**src/hw/rtl/sliding_window_min_previous_unit_assert.svh**
```systemverilog
// Assertion macros for the sliding window minimum block.
`ifndef SLIDING_WINDOW_MIN_PREVIOUS_UNIT_ASSERT_SVH
`define SLIDING_WINDOW_MIN_PREVIOUS_UNIT_ASSERT_SVH
`ifndef SYNTH
`define SWMP_ASSERT(lbl, clk, rst_n, prop, msg) \
    lbl: assert property (@(posedge clk) disable iff (!rst_n) prop) else $error(msg);
`define SWMP_ASSERT_RST(lbl, clk, prop, msg) \
    lbl: assert property (@(posedge clk) prop) else $error(msg);
`else
`define SWMP_ASSERT(lbl, clk, rst_n, prop, msg)
`define SWMP_ASSERT_RST(lbl, clk, prop, msg)
`endif
`endif

```
**src/hw/rtl/swmp_pkg.sv**
```systemverilog
package swmp_pkg;

    localparam int WINDOW_MAX_DEF  = 64;
    localparam int SAMPLE_BITS_DEF = 32;
    localparam int CFG_BITS        = 7;
    localparam int AGE_MOD         = 128;

    typedef struct packed {
        logic                adv;
        logic                clr;
        logic [CFG_BITS-1:0] win;
    } cell_ctrl_t;

endpackage

```
**src/hw/rtl/swmp_cell.sv**
```systemverilog
module swmp_cell #(
    parameter int                           SAMPLE_BITS = swmp_pkg::SAMPLE_BITS_DEF,
    parameter logic [swmp_pkg::CFG_BITS-1:0] AGE        = swmp_pkg::CFG_BITS'(1)
) (
    input  logic                          aclk,
    input  logic                          aresetn,
    input  swmp_pkg::cell_ctrl_t          ctrl,
    input  logic signed [SAMPLE_BITS-1:0] sample,
    input  logic signed [SAMPLE_BITS-1:0] up_value,
    input  logic                          up_valid,
    output logic                          live,
    output logic signed [SAMPLE_BITS-1:0] value,
    output logic signed [SAMPLE_BITS-1:0] dn_value,
    output logic                          dn_valid
);

    logic signed [SAMPLE_BITS-1:0] value_reg;
    logic                          valid_reg;
    logic                          in_window;

    assign in_window = (AGE <= ctrl.win);
    assign live      = valid_reg && !ctrl.clr && in_window;
    assign value     = value_reg;
    assign dn_value  = value_reg;
    // survives eviction only if strictly below the new sample
    assign dn_valid  = live && (value_reg < sample);

    always_ff @(posedge aclk) begin
        if (!aresetn) begin
            valid_reg <= 1'b0;
        end else if (ctrl.adv) begin
            valid_reg <= up_valid && in_window;
        end
    end

    always_ff @(posedge aclk) begin
        if (ctrl.adv) begin
            value_reg <= up_value;
        end
    end

endmodule

```
**config.mk**
```make
export PLATFORM = sky130hd
export DESIGN_NAME = swmp_cell
export DESIGN_NICKNAME = d
export VERILOG_FILES = /design/src/hw/rtl/sliding_window_min_previous_unit_assert.svh /design/src/hw/rtl/swmp_pkg.sv /design/src/hw/rtl/swmp_cell.sv
export SDC_FILE = /design/constraint.sdc
export NUM_CORES = 1
export LEC_CHECK = 0
export ABC_AREA = 1
export BUFFER_PORTS_ARGS = -buffer_cell sky130_fd_sc_hd__buf_2
export CAP_MARGIN = 20
export CELL_PAD_IN_SITES_DETAIL_PLACEMENT = 0
export CELL_PAD_IN_SITES_GLOBAL_PLACEMENT = 2
export CORE_UTILIZATION = 23
export CTS_BUF_LIST = sky130_fd_sc_hd__clkbuf_8
export CTS_CLUSTER_DIAMETER = 100
export DETAILED_ROUTE_END_ITERATION = 8
export GPL_TIMING_DRIVEN = 0
export PLACE_DENSITY_LB_ADDON = 0.1
export SYNTH_ARGS = -nofsm -noshare
export SYNTH_HDL_FRONTEND = slang
export SYNTH_SLANG_ARGS = --single-unit
```
**constraint.sdc**
```tcl
create_clock -name aclk -period 1.8 [get_ports aclk]
set_input_delay 0.27 -clock aclk [delete_from_list [all_inputs] [get_ports aclk]]
set_output_delay 0.27 -clock aclk [all_outputs]
set_load 0.05 [all_outputs]
```
==> results.ini <==
[status]
status=finished, violations left
violations=design-rule violations, negative setup slack

[route]
firstDrtPassIters=6
wirelength_um=5100
ant_nets=0
drc=10
vias_per_cell=3.76
vias=1802
avgRoutedWirePerCell_um=10.6
drtIter0Drc=27

[yosys]
synth_top_cell_area_share_pct=45.1
synth_area_per_cell_um2=9.95
ys.warnings.count=0
synth-seq-cells=33
ys_seq_area_share_pct=46.1
synth_area_leaders=edfxtp_1 45%, ha_1 18%, buf_4 11%, inv_1 7.6%, nand2_1 6.0%
yosys.area_share.adder_pct=18.2
synth_top_family_by_area=buffers and inverters
netlist_area_um2=2130
synth-simple-area-share_pct=10.9
synth_compound_area_share_pct=5.99
yosysUniqueCellTypes=19
muxShareOfSynthArea_pct=0
synth_nets=321
yosys.area.top_type=edfxtp_1
synth-xor-area-share_pct=0
syn_inst=214

[critical_path]
required_ns=1.53
critPathCaptureType=output port
critPathLaunchType=flop
worstPathArrival_ns=1.96
critPathMaxFanout=3
path_class=flop to output port

[timing]
fmax_mhz=448
fin_crit_ns=2.23
post-route-period-util_pct=124
setup_tns_ns=-0.433
rsz0062_at_grt=true
setup_viol=1
hold_viol_final=0
tightest_slew_ns=0.835
clock_skew_ns=0
finalMaxSlewViolations=0
relSlewSlack_pct=44.4
setup_slack_ns=-0.433

[placement]
portBuffers=141
dpl_worst_slack_ns=-0.337
gp_congestion=0.652
dp_hpwl_um=4050

[clock_network]
cts_made_buffers=5
h-tree-depth=2
cts_num_sinks=33
cts_tree=built
clock_latency_ns=0.28
ctsRootBufferMaster=clkbuf_8
cts_max_path_buffers=2
hold_buffers=0
path_clk_slew_ns=0.07

[layout]
final_common_cell=buf_2
final_layout_size_suffix_gt1_share_pct=55.5
largest_reg_flops=32
final_cell_mix=140 x buf_2, 44 x inv_1, 41 x buf_4, 32 x edfxtp_1, 29 x nand2_1
area_delta_synth_final_pct=49.7
final_nets=478
fillers=945
final_util_pct=36.0
num_antenna_cells=0

[global_routing]
grt_busiest_layer=met2
grtUsageMet1_pct=12.8
grtUsageTotal_pct=10.5
globalRouteOverflowTotal=0
grt_pass1_vias=1685
grt_max_degree=35
grtUsageMet3_pct=3.15
grt.met2_usage_pct=17.4
grt_first_pass_wirelength_um=7760
antenna_found_initial=0

[floorplan]
start_util_pct=24.1
core_area_um2=8850
die_area_um2=9650
io_pins=142
die_w_um=98.2
die_y_um=98.2
rows=34

[flow_run]
drv_cap=0

[power]
powerDensity_nw_per_um2=764
peakVddDrop_mv=0.280
cellLeakagePower_nw=1.74

[worst_hold_path]
hold_class=primary input to flop

-- per-stage QoR --
step           power, W  instance area (um2)  hold slack, ns  cells
6_report        0.00244                 3190           0.161    479
5_1_grt         0.00260                 3190           0.139    479
4_1_cts         0.00247                 3100           0.143    473
3_5_place_dp    0.00190                 2980           0.448    463
3_3_place_gp    0.00190                 2980           0.447    463
2_1_floorplan   0.00165                 2140           0.363    214
-- worst max-delay path, cell delays in order, from the launching register on --
cell,delay (ns)
edfxtp_1,0.43
ha_1,0.31
a21oi_1,0.14
o21ai_0,0.12
a21oi_2,0.14
nand2_2,0.07
nand2_2,0.06
nand2_1,0.05
nand2_1,0.06
nand2_2,0.06
nor2_4,0.09
buf_8,0.15
-- repair_timing --
action,in CTS,in global routing
endpoints found under the setup margin,1,1
setup buffers,3,6
cloned,0,0
gates resized for setup,5,7
-- where the power goes --
part	leakage [nW]	switching, W	internal, W
sequential	0.322	0.0000446	0.000913
clock	0.0428	0.000266	0.000255
combinational	1.37	0.000635	0.000322
-- per-layer routing --
| layer | part of all wire [%] | wire [um] |
|---|---|---|
| met1 | 43 | 2200 |
| met2 | 48 | 2450 |
| met3 | 8.1 | 415 |
| met4 | 0.71 | 36 |
| met5 | 0 | 0 |
-- final timing paths --
path	end	depth (start not counted)	startpoint	slack, ns
min	dn_value[24]	1	up_value[24]	0.16
min reg2reg	valid_reg	2	valid_reg	0.54
max	dn_valid	11	dn_value[11]	-0.43
max reg2reg	valid_reg	2	valid_reg	1.15
-- synthesized netlist by cell type --
library cell	number
edfxtp_1	32
nor3_2	2
nor4_1	1
o21ai_1	1
buf_4	32
nor2_1	9
nand4_1	1
nand2_1	34
nand3_1	2
o21a_1	1
a21oi_2	4
ha_1	31
nor2_2	2
dfxtp_1	1
nand3_2	1
a21oi_1	12
inv_1	43
nor3_1	1
o21ai_0	4
-- kinds of logic after synthesis --
kind of cell	count (synthesis)
AOI/OAI and AO/OA	22
and+or+nand+nor	53
DFF	33
buffers and inverters	75
adders and majority gates	31
-- cell type report --
type	count	area [um2]	area share, %
inverter	43	161	5.06
multi-input combinational	106	811	25.4
clock inverter	2	7.51	0.235
sequential	33	981	30.8
buffer	32	240	7.54
clock buffer	5	68.8	2.16
timing repair buffer	150	783	24.6
tap	108	135	4.24
Note: power is estimated with default switching activity, not from simulation.
